<file path="src/bcpy_ram.sv">
// Generic single write port, single read port RAM with registered read data.
`timescale 1ns / 1ps

module bcpy_ram #(
	parameter int WIDTH = 8,
	parameter int DEPTH = 256
) (
	input  logic                     clk,
	input  logic                     we,
	input  logic [$clog2(DEPTH)-1:0] waddr,
	input  logic [WIDTH-1:0]         wdata,
	input  logic                     re,
	input  logic [$clog2(DEPTH)-1:0] raddr,
	output logic [WIDTH-1:0]         rdata
);

	logic [WIDTH-1:0] mem_q [DEPTH];

	always_ff @(posedge clk) begin
		if (we) begin
			mem_q[waddr] <= wdata;
		end
		if (re) begin
			rdata <= mem_q[raddr];
		end
	end

endmodule

</file>
<file path="config.mk">
export PLATFORM = sky130hd
export DESIGN_NAME = bcpy_ram
export DESIGN_NICKNAME = d
export VERILOG_FILES = /design/src/bcpy_ram.sv
export SDC_FILE = /design/constraint.sdc
export NUM_CORES = 2
export LEC_CHECK = 0
export BUFFER_PORTS_ARGS = -buffer_cell sky130_fd_sc_hd__buf_4
export CAP_MARGIN = 20
export CELL_PAD_IN_SITES_DETAIL_PLACEMENT = 1
export CELL_PAD_IN_SITES_GLOBAL_PLACEMENT = 2
export CORE_MARGIN = 3
export CORE_UTILIZATION = 51
export CTS_BUF_LIST = sky130_fd_sc_hd__clkbuf_16
export DETAILED_ROUTE_END_ITERATION = 6
export PLACE_DENSITY_LB_ADDON = 0.1
export SYNTH_ARGS = -nofsm -noshare
export SYNTH_HDL_FRONTEND = slang
export SYNTH_SLANG_ARGS = --single-unit
</file>
<file path="constraint.sdc">
create_clock -name clk -period 2.72 [get_ports clk]
set_input_delay 0.408 -clock clk [delete_from_list [all_inputs] [get_ports clk]]
set_output_delay 0.408 -clock clk [all_outputs]
set_load 0.02 [all_outputs]
</file>
== Word level (Yosys, flattened, before mapping) ==
Memories as Yosys holds them, arrays and structs flattened. A register that Yosys moved wholly into a read port is not among the register bits.
Index checks and enable logic that the tools add are counted.
Storage, ports and cells
  flip-flop bits (word level): 0
  memory bits (writable): 2048
  input port bits: 27
  output and inout bits: 8
  word-level logic and storage cells: 3
  memories kept: 1
Memories
  mem_q: depth 256, width 8, rd ports 1, clocked after memory_dff 1, write ports 1, RTL line 17  | logic [WIDTH-1:0] mem_q [DEPTH];
Operators by class
  multiplexer cells: 2
Operators by type and width (count)
  $mux 1: 2

== Longest topological paths before layout ==
  depth after elaboration: 2
  depth in mapped cells: 11
  mapped depth without buffers: 6

== Least setup slack after synthesis ==
Ideal clock, no wire load.
  kind: input to register
  from: in raddr[0]
  to: reg rdata[2], read port of mem_q (data pin)
  setup time: 0.269 ns
  data arrival time: 2.215 ns
  required time: 2.451 ns
  slack: 0.236 ns
  cell stages on the path: 9
  path buffers: 4
  cell sequence: buf_6 buf_12 buf_8 buf_2 mux4_2 a22oi_1 a21oi_1 nor4_1 nor4_2
RTL lines
  from (decl): RTL line 13  | input logic [$clog2(DEPTH)-1:0] raddr,
  to (decl): RTL line 14  | output logic [WIDTH-1:0] rdata

==> metrics.md <==
| Metric | Value |
|---|---|
| Final Skew | 26.6 ps |
| Post-Route WL | 224000 um |
| Overall Power | 67.6 mW |
| Worst Setup SP | raddr[1] |
| I/O pin count | 35 |
| Synth top area cells | edfxtp_1, mux4_2, mux2i_1, nor2_1, a22oi_1 |
| Cts bufs inserted | 208 |
| CP max FO | 44 |
| Worst-Margin Slew | between 1000 and 1500 ps |
| Antenna Violating Nets Remaining | 0 |
| Initial antenna violation count | 10 |
| Row cnt | roughly 140 |
| Startpoint Class | input pin |
| Max-cap viol count | 0 |
| Share of post-route cells with drive strength above 1 | between 30% and 40% |
| Post-route setup slack | -39.2 ps |
| Multi-input logic area | approximately 17000 sq um |
| Clock Latency Late Sink | slightly above 800 ps |
| CTS Buffer Depth | 3 |
| Synthesized area | around 80000 sq um |
| Outcome | finished, violations left |
| Critical R2R Launch | mem_q[132][0]$_DFFE_PP_ |
| Register area share after synthesis | between 70% and 80% |
| Routability cong. | roughly 0.84 |
| Post-synth ARST share | 0% |
| Slew Viols, Final | 0 |
| Critical path class | input pin to flop |
| Unrepaired setup endpoints after global routing | no |
| P_leak | between 30 and 40 nW |
| Fill cells | approximately 13000 |
| First-pass GRT wire length | 322000 um |
| Final Core Density | between 60% and 70% |
| Synth top area share | 77.5% |
| DP Wirelength | 145000 um |
| Net Count, Synth | around 3800 |
| Die area | between 150000 and 200000 sq um |
| Worst Path Required | 3280 ps |
| Post-CTS setup buffer count | 0 |
| Setup crit end kind | flop |
| # port buffers | 34 |
| Fin crit share | 101% |
| GRT Util Overall | 28.1% |
| DRC violations left | 0 |
| Clk pin slew, worst setup/hold paths | roughly 60 ps |
| Syn Area/Cell | between 20 and 25 sq um |
| Number of enable flip-flop cells after synthesis | roughly 2100 |
| Number of register bits inferred by synthesis | 2056 |
| CORE AREA | ~150000 sq um |
| Vias in the first global route | approximately 44000 |
| Vias/cell | slightly above 6 |
| Post-synthesis instance total | 3733 |
| Library cells used by synthesis | 54 |
| Largest net degree at the start of global routing | around 90 |
| Class of the worst hold path | input pin to flop |
| TritonCTS clock tree | yes |
| H-tree depth | 4 |
| Per-cell routed wire length | around 33 um |
| Primary flip-flop cell chosen by synthesis mapping | edfxtp_1 |
| Starting Density | 51.5% |
| Initial DRC Count | about 4900 |
| Rel. slew slack | approximately a third |
| Hold Vio Cnt, Final | 0 |
| Worst EP arrival | between 3000 and 4000 ps |
| Grt total ovfl | 0 |
| Sequential Area | 61700 sq um |
| Min-delay src | wdata[2] |
| Die height | between 400 and 500 um |
| Violated checks | negative setup slack |
| Final setup viols | 1 |
| Overall die width | roughly 400 um |
| Most frequent cell after synthesis | edfxtp_1 |
| YS warnings | 0 |
| Area Overhead vs Synth | 18.8% |
| Peak VDD IR | 0.701 mV |
| Fmax achieved | around 360 MHz |
| Top cell type by total area after synthesis | edfxtp_1 |
| Num Clock Sinks | approximately 2000 |
| Fin nets | 4498 |
| Shortest period the worst path allows | approximately 2800 ps |
| TritonRoute pass-1 iters | 5 |
| Root buffer cell | clkbuf_16 |
| Pwr/cell area | 714 nW/um^2 |
| Via count | approximately 42000 |
| Synth top cells by count | edfxtp_1, mux4_2, nor2_1 |
-- worst paths after layout --
path	cells after the start	slack [ps]	to
hold reg to reg	7	1190	rdata[2]$_DFFE_PP_
setup reg to reg	8	50	rdata[0]$_DFFE_PP_
hold / removal	1	180	mem_q[41][2]$_DFFE_PP_
setup / recovery	10	-40	rdata[0]$_DFFE_PP_
-- layout by cell type, fill, tap and decap left out, types with 56 or more instances in the layout --
master	instances
a21oi_1	96
a22oi_1	133
buf_12	85
buf_4	661
clkbuf_16	215
clkinv_1	56
edfxtp_1	2056
mux2i_1	134
mux4_2	454
nor2_1	279
-- area by class of cell --
type / instances / share of cell area [%]
Antenna cell: 5 / 0.0132
Clock buffer: 215 / 5.69
Clock inverter: 169 / 1.58
Inverter: 2 / 0.00794
Multi-Input combinational cell: 1442 / 17.5
Sequential cell: 2056 / 65.3
Tap cell: 2044 / 2.70
Timing Repair Buffer: 761 / 7.24
-- sequential cells by signal, summed over array words and instances (netlist names) --
register	flops
rdata	8
mem_q	2048
-- per-layer routing --
| metal | track usage, % | routed length [um] | up-vias |
|---|---|---|---|
| met2 | 45.6 | 110000 | 1822 |
| met5 | 0 | 0 | - |
| met1 | 38.8 | 88200 | 22300 |
| li1 | - | - | 17200 |
| met3 | 5.50 | 18300 | 345 |
| met4 | 9.13 | 7470 | 0 |
-- stage by stage --
stage	setup TNS, ps	hold WS [ps]	setup WS [ps]	instances	cell area [sq um]
after floorplan	0	507	236	3733	79600
after global placement	-7560	785	-1450	6299	87600
after detailed placement	-6110	801	-940	6302	87600
after CTS	0	142	16.2	6689	94500
after global routing	0	169	7.06	6689	94600
final	-39.2	175	-39.2	6694	94600
-- power breakdown --
group | switching [mW] | total, mW | leakage [nW] | internal (mW)
clock network | 11.8 | 28.7 | 3.52 | 16.9
logic | 2.29 | 3.82 | 9.04 | 1.53
registers | 0.0492 | 35.0 | 18.5 | 34.9
total | 14.2 | 67.6 | 31.0 | 53.4
-- logic make-up after synthesis --
kind of cell | Yosys count | synth area share [%]
buf+inv | 235 | 1.83
compound gates | 385 | 3.42
simple gates | 466 | 2.63
mux | 591 | 14.6
flops | 2056 | 77.5
-- critical path, stage by stage --
cell and delay, ps:
buf_8 420, buf_12 280, buf_12 210, buf_4 210, mux4_2 330, a22oi_1 280, a21oi_1 210, nor4_1 540
buf_2 300, nor4_2 60
-- timing repair --
action	in CTS	in global routing
endpoints found under the hold margin	44	0
resized for setup	4	4
hold buffers	3	0
setup endpoints to repair	3	4
(Power assumes the default switching activity.)
