### config.mk
export PLATFORM = sky130hd
export DESIGN_NAME = bcpy_merge
export DESIGN_NICKNAME = d
export VERILOG_FILES = /design/src/bcpy_pkg.sv /design/src/bcpy_merge.sv
export SDC_FILE = /design/constraint.sdc
export NUM_CORES = 1
export LEC_CHECK = 0
export BUFFER_PORTS_ARGS = -buffer_cell sky130_fd_sc_hd__buf_2
export CORE_MARGIN = 2
export CORE_UTILIZATION = 42
export DETAILED_ROUTE_END_ITERATION = 8
export PLACE_DENSITY = 0.94
export SLEW_MARGIN = 20
export SYNTH_ARGS = -nofsm -noshare
export SYNTH_HDL_FRONTEND = slang
export SYNTH_SLANG_ARGS = --single-unit
### constraint.sdc
create_clock -name vclk -period 3.2
set_input_delay 0.8 -clock vclk [all_inputs]
set_output_delay 0.8 -clock vclk [all_outputs]
set_load 0.02 [all_outputs]
### src/bcpy_pkg.sv
// Package with shared constants, types and field layout for the bit offset block copy.
`timescale 1ns / 1ps

package bcpy_pkg;

	localparam int STORE_BYTES = 256;
	localparam int SADDR_W     = $clog2(STORE_BYTES);
	localparam int BIDX_W      = SADDR_W + 3;
	localparam int CNT_W       = BIDX_W + 1;
	localparam int SPTR_W      = SADDR_W + 2;
	localparam int TOTAL_BITS  = STORE_BYTES * 8;

	localparam int MODE_W      = 2;
	localparam int BYTE_W      = 8;

	localparam int ADDR_LO     = 0;
	localparam int DATA_LO     = ADDR_LO + SADDR_W;
	localparam int SIDX_LO     = DATA_LO + BYTE_W;
	localparam int DIDX_LO     = SIDX_LO + BIDX_W;
	localparam int CNT_LO      = DIDX_LO + BIDX_W;
	localparam int IN_USED_W   = CNT_LO + CNT_W;
	localparam int IN_TDATA_W  = ((IN_USED_W + 7) / 8) * 8;
	localparam int OUT_TDATA_W = 16;

	localparam logic [BYTE_W-1:0] BYTE_ONES = 8'hff;

	typedef enum logic [MODE_W-1:0] {
		MODE_WR_SRC = 2'd0,
		MODE_WR_DST = 2'd1,
		MODE_RD_DST = 2'd2,
		MODE_COPY   = 2'd3
	} mode_t;

	typedef struct packed {
		logic [2:0] shift;
		logic       head_en;
		logic [2:0] head_ofs;
		logic       tail_en;
		logic [2:0] tail_ofs;
	} merge_ctl_t;

endpackage

### src/bcpy_merge.sv
// Shift and merge unit that builds one destination byte from two source bytes.
`timescale 1ns / 1ps

module bcpy_merge (
	input  logic [7:0]             prev_byte,
	input  logic [7:0]             cur_byte,
	input  logic [7:0]             dst_byte,
	input  bcpy_pkg::merge_ctl_t   ctl,
	output logic [7:0]             merged
);
	import bcpy_pkg::*;

	logic [15:0]       window;
	logic [BYTE_W-1:0] src_byte;
	logic [BYTE_W-1:0] head_mask;
	logic [BYTE_W-1:0] tail_mask;
	logic [BYTE_W-1:0] mask;

	always_comb begin
		window    = {prev_byte, cur_byte} << ctl.shift;
		src_byte  = window[15:8];
		head_mask = ctl.head_en ? (BYTE_ONES >> ctl.head_ofs) : BYTE_ONES;
		tail_mask = ctl.tail_en ? (BYTE_ONES << (3'd7 - ctl.tail_ofs)) : BYTE_ONES;
		mask      = head_mask & tail_mask;
		merged    = (src_byte & mask) | (dst_byte & ~mask);
	end

endmodule

# Word-level counts from Yosys, hierarchy flattened
# Index checks and enable logic that the tools add are counted.
# word_totals
regBits	0
out_inout_bits	8
# classes
add_sub_neg	1
bitwise_logic	5
mux	2
n_shift	3
# ops
cell	count
AND 8 bit	3
two-way mux 8 bit	2
<< shifter 16 x 3 -> 16 bit	1
inverter 8 bit	1
bitwise OR 8 bit	1
<< shifter 8 x 3 -> 8 bit (first input constant)	1
right shift 8 x 3 -> 8 bit (first input constant)	1
subtractor 3 bit (first input constant)	1

# Depth between registers and ports, before layout
# Gate-level depths: netlist of the first run.
# logic_depth
ltp_word	7
ltp_mapped	4

# Least setup slack after synthesis of the first run
# No wires, ideal clock.
# synth_timing
kind	input to output
startpoint	input ctl[10] in the netlist's numbering
endpoint	output merged[2]
stages	4
arrival_ns	2.001
required_time_ns	2.400
slack_ns	0.399
n_path_buf	1
cell_sequence	buf_6 > mux4_2 > mux2_2 > mux2_2
# synth_via
elab_chain_len	3
# synth_lines
element	line_no	source
from (decl)	bcpy_merge.sv:8	input bcpy_pkg::merge_ctl_t ctl,
<< shifter 16 x 3 -> 16 bit	bcpy_merge.sv:20	window = {prev_byte, cur_byte} << ctl.shift;
AND 8 bit	bcpy_merge.sv:25	merged = (src_byte & mask) | (dst_byte & ~mask);
bitwise OR 8 bit	bcpy_merge.sv:25	
to (decl)	bcpy_merge.sv:9	output logic [7:0] merged
# No other way between the ends.

# Worst setup path after layout of the first run
# Ends and elaborated chain as after synthesis.

==> run summary, run 1 <==
Area growth from synthesis to layout: 38.1%
Sequential cell area: 0 sq um
Setup repair after global routing missed its margin: no
Total Routing Usage GR: 17.8%
Buf/Inv on CP: 2
Critical-path cell with the highest stage delay: sky130_fd_sc_hd__mux4_2
Antenna cells: 0
Relative contribution of combinational cells to total power: 100.0%
Headroom to the max-slew limit: 75.1%
Top cells by area, synth: sky130_fd_sc_hd__mux4_2 33%, sky130_fd_sc_hd__mux2_2 27%, sky130_fd_sc_hd__mux4_1 9.5%, sky130_fd_sc_hd__buf_6 6.1%, sky130_fd_sc_hd__o21ai_0 3.6%
Global-route wire length before repair: 2000 um
Starting density of the core: 43.5%
# Max-Cap Violations: 0
Worst Setup Path Type: primary input to output pin
Critical path's largest stage delay: 0.56 ns
Via count of the first global-routing pass: 498
Floorplan Core Area: 1270 sq um
First-pass DRT Iterations: 4
Worst path top cell family by delay: multiplexers
Maximum frequency from static timing analysis: 0.323 GHz
CP Data Arrival Time: 2.30 ns
CTS Hold Bufs: 0
Kind of start point of the critical path: primary input
Sum of routed wire length over all layers: 1410 um
Die extent in y: 40.2 um
P_int: 0.0000717 W
CTS resizes: 0
Transition time at the pin with the least slew margin: 0.368 ns
Post CTS Setup Buffer Count: 0
Number of unique standard cell types used by synthesis: 18
Cell count after synthesis: 48
Final Setup Violations: 0
Share of the cycle needed by the critical path after routing: 96.7%
Ports placed on the boundary: 43
Result of the run: finished, final reports clean
Routed vias/inst: 5.97
Multi-input combinational cell area: 507 sq um
X dimension of the die: 40.2 um
Net switching power: 0.0000613 W
Routed WL per cell: 13.5 um
Synthesized net count: 83
Fill cells: 110
Power consumption: 0.000133 W
List of cells traversed by the critical path: buf_2 > mux4_2 > mux2_2 > mux2_2 > buf_2
HPWL reported at the end of detailed placement: 1210 um
Cell Area, Synth: 552 sq um
Hold Violations, Final: 0
Share of cells above drive strength 1: 74.2%
Largest area contributor in the netlist: sky130_fd_sc_hd__mux4_2
Worst-case vdd ir drop: 0.0693 mV
Fraction of synthesized cell area taken by the top area cell type: 32.7%
Register area share after synthesis: 0%
Global-route congestion overflow total: 0
Clock Power Share: 0%
Hold Path Depth: 3
Placed cell count: 104
Startpoint of the worst hold path: dst_byte[1]
# clk buffers: 0
Biggest fanout along the worst timing path: 9
Most common library cell in the layout ignoring fill and taps: sky130_fd_sc_hd__buf_2
Die Area: 1620 sq um
Number of warnings issued by yosys: 0
Total number of sequential cells: 0
Number of antenna violations at the first check in global routing: 0
Clock period minus final worst setup slack: 3.10 ns
Highest-count cells in the layout ignoring fill and taps: 42 x sky130_fd_sc_hd__buf_2, 13 x sky130_fd_sc_hd__mux2_2, 8 x sky130_fd_sc_hd__mux4_2
Detailed Route Iter0 Violations: 7
Largest net degree at the start of global routing: 10
Capturing element type of the critical path: output pin
Class of the worst hold path: primary input to output pin
Nets: 126
Leakage power: 0.359 nW
Number of nets with antenna violations after detailed routing: 0
Switching part of the total: 46.1%
Placement Rows: 13
Setup Total Neg Slack: 0 ns
Relative contribution of sequential cells to total power: 0%
Final weighted congestion of routability-driven global placement: 0.749
Power density over the cells: 175 nW/um^2
Mapped Avg Cell Area: 11.5 sq um
Final number of max-transition violations: 0
Data required time at the worst endpoint: 2.40 ns
Endpoint, Worst Hold: merged[1]
Final hold slack: 1.94 ns
Routed vias: 621
Number of port buffers: 42
DRC Markers: 0
Final Non-Filler Cells: 104
==> how the worst max path moves through the flow <==
| stage | start | end | slack, ns | cells past startpoint |
|---|---|---|---|---|
| 6_report | ctl[10] | merged[2] | 0.10 | 5 |
| 5_1_grt | ctl[10] | merged[1] | 0.03 | 5 |
| 4_1_cts | ctl[10] | merged[2] | 0.11 | 5 |
| 3_5_place_dp | ctl[10] | merged[2] | 0.11 | 5 |
| 3_3_place_gp | ctl[10] | merged[6] | 0.13 | 5 |
| 2_1_floorplan | ctl[10] | merged[2] | 0.40 | 4 |
==> final cells by class <==
type / count / share of cell area (%)
timing repair buffer: 44 / 29.6
multi-input combinational: 42 / 66.5
inverter: 3 / 1.48
tap: 15 / 2.46
==> per-layer routing <==
layer | track usage [%] | share of wire, % | vias to the layer above
li1 | - | - | 291
met1 | 22.8 | 37 | 294
met2 | 34.7 | 54 | 36
met3 | 0.556 | 8.4 | 0
met4 | 0 | 0 | 0
met5 | 0 | 0 | -
==> cells by family after synthesis <==
| logic type | synth area share, % |
|---|---|
| AOI/OAI and AO/OA | 15.4 |
| buffers and inverters | 8.16 |
| muxes | 73.2 |
| and+or+nand+nor | 3.18 |
==> per-stage QoR <==
step	utilization [%]	setup slack (ns)	instance area, sq um
2_1_floorplan	-	0.399	552
3_3_place_gp	60.1	0.134	762
3_5_place_dp	60.1	0.113	762
4_1_cts	60.1	0.110	762
5_1_grt	60.1	0.0317	762
6_report	60.1	0.104	762
==> cell usage after synthesis, types with 2 or more instances <==
library cell	number
sky130_fd_sc_hd__mux4_1	2
sky130_fd_sc_hd__o21ai_0	4
sky130_fd_sc_hd__mux4_2	8
sky130_fd_sc_hd__a21oi_1	3
sky130_fd_sc_hd__mux2_2	13
sky130_fd_sc_hd__nand2_1	2
sky130_fd_sc_hd__buf_6	3
sky130_fd_sc_hd__inv_1	3
==> power by group through the flow <==
stage | combinational [W] | sequential [W] | clock (W)
floorplan | 0.0000873 | 0 | 0
CTS | 0.000133 | 0 | 0
finish | 0.000133 | 0 | 0
detailed placement | 0.000132 | 0 | 0
global route | 0.000144 | 0 | 0
global placement | 0.000129 | 0 | 0
Note: power is estimated with default switching activity, not from simulation.
==> run 2, diff against run 1 <==
--- a/config.mk
+++ b/config.mk
@@ -9,7 +9,7 @@
 export CORE_MARGIN = 2
 export CORE_UTILIZATION = 42
 export DETAILED_ROUTE_END_ITERATION = 8
-export PLACE_DENSITY = 0.94
+export PLACE_DENSITY = 0.84
 export SLEW_MARGIN = 20
 export SYNTH_ARGS = -nofsm -noshare
 export SYNTH_HDL_FRONTEND = slang
==> run summary, run 2 (synthesized netlist as in run 1, its figures left out) <==
Number of antenna violations at the first check in global routing: 0
Most common library cell in the layout ignoring fill and taps: sky130_fd_sc_hd__buf_2
First-pass DRT Iterations: 4
DRC Markers: 0
Final weighted congestion of routability-driven global placement: 0.887
Share of the cycle needed by the critical path after routing: 96.1%
Setup repair after global routing missed its margin: no
Fill cells: 117
Headroom to the max-slew limit: 77.2%
P_int: 0.0000716 W
Critical-path cell with the highest stage delay: sky130_fd_sc_hd__mux4_2
Via count of the first global-routing pass: 516
Relative contribution of sequential cells to total power: 0%
Highest-count cells in the layout ignoring fill and taps: 42 x sky130_fd_sc_hd__buf_2, 13 x sky130_fd_sc_hd__mux2_2, 8 x sky130_fd_sc_hd__mux4_2
Placed instance area: 762 sq um
Global-route wire length before repair: 2320 um
Critical path's largest stage delay: 0.55 ns
Kind of start point of the critical path: primary input
Launching element of the worst setup path: ctl[10]
Capturing element type of the critical path: output pin
Clock period minus final worst setup slack: 3.07 ns
HPWL reported at the end of detailed placement: 1260 um
Total number of sequential cells: 0
Top Metal Used: met3
Floorplan Core Area: 1270 sq um
CP Data Arrival Time: 2.27 ns
Die extent in y: 40.2 um
Total Routing Usage GR: 20.5%
Biggest fanout along the worst timing path: 9
Clock Power Share: 0%
Routed vias: 598
# Max-Cap Violations: 0
Sum of routed wire length over all layers: 1480 um
Ports placed on the boundary: 43
Routed WL per cell: 14.2 um
Post CTS Setup Buffer Count: 0
Maximum frequency from static timing analysis: 0.325 GHz
Die Area: 1620 sq um
Switching part of the total: 45.7%
Routed vias/inst: 5.75
Area growth from synthesis to layout: 38.1%
X dimension of the die: 40.2 um
Power density over the cells: 173 nW/um^2
# clk buffers: 0
Global-route congestion overflow total: 0
Nets: 126
Setup Total Neg Slack: 0 ns
Net switching power: 0.0000602 W
Worst Setup Path Type: primary input to output pin
Class of the worst hold path: primary input to output pin
Worst path top cell family by delay: multiplexers
Placement Rows: 13
Leakage power: 0.359 nW
Largest net degree at the start of global routing: 10
Startpoint of the worst hold path: dst_byte[4]
Buf/Inv on CP: 2
Final Setup Violations: 0
Met2 wire length: 745 um
Result of the run: finished, final reports clean
M1 wire length: 602 um
Transition time at the pin with the least slew margin: 0.337 ns
Worst-case vdd ir drop: 0.0841 mV
Starting density of the core: 43.5%
Final number of max-transition violations: 0
CTS resizes: 0
Share of cells above drive strength 1: 74.2%
Data required time at the worst endpoint: 2.40 ns
Sequential cell area: 0 sq um
CTS Hold Bufs: 0
Hold Violations, Final: 0
Relative contribution of combinational cells to total power: 100.0%
Finished Cell Area: 762 sq um
List of cells traversed by the critical path: buf_2 > mux4_2 > mux2_2 > mux2_2 > buf_2
Antenna cells: 0
Number of port buffers: 42
Length of routed met3 wiring: 132 um
Number of nets with antenna violations after detailed routing: 0
Detailed Route Iter0 Violations: 16
==> run 2: cell counts in the layout (fill, tap and decap cells not counted) <==
Identical to the previous run, type by type.
==> run 2: per-stage QoR <==
step	setup slack [ns]	instances	power (W)	hold slack, ns	utilization, %
2_1_floorplan	0.399	48	0.0000873	1.76	-
5_1_grt	0.0345	104	0.000143	1.95	60.1
4_1_cts	0.117	104	0.000132	1.95	60.1
6_report	0.125	104	0.000132	1.94	60.1
3_3_place_gp	0.135	104	0.000129	1.94	60.1
3_5_place_dp	0.119	104	0.000132	1.94	60.1
==> run 2: area by class of cell <==
class | instances | area [sq um] | share of cell area, %
repair buffers | 44 | 225 | 29.6
multi-input cells | 42 | 507 | 66.5
inverters | 3 | 11.3 | 1.48
well taps | 15 | 18.8 | 2.46
==> run 2: final timing paths <==
check        end  slack (ns)  cells past startpoint
min    merged[4]        1.94                      3
max    merged[2]        0.13                      5
==> run 2: worst min-delay path, stage by stage <==
cell	delay (ns)
sky130_fd_sc_hd__buf_2	0.07
sky130_fd_sc_hd__mux2_2	0.12
sky130_fd_sc_hd__buf_2	0.15
==> run 2: power groups by stage <==
stage | sequential [W] | clock, W | combinational [W]
finish | 0 | 0 | 0.000132
CTS | 0 | 0 | 0.000132
detailed placement | 0 | 0 | 0.000132
global placement | 0 | 0 | 0.000129
floorplan | 0 | 0 | 0.0000873
global route | 0 | 0 | 0.000143
==> run 2: layer usage <==
| metal | up-vias | GRT usage (%) |
|---|---|---|
| met5 | - | 0 |
| met2 | 31 | 38.7 |
| met1 | 270 | 27.9 |
| met4 | 0 | 0 |
| li1 | 297 | - |
| met3 | 0 | 0 |
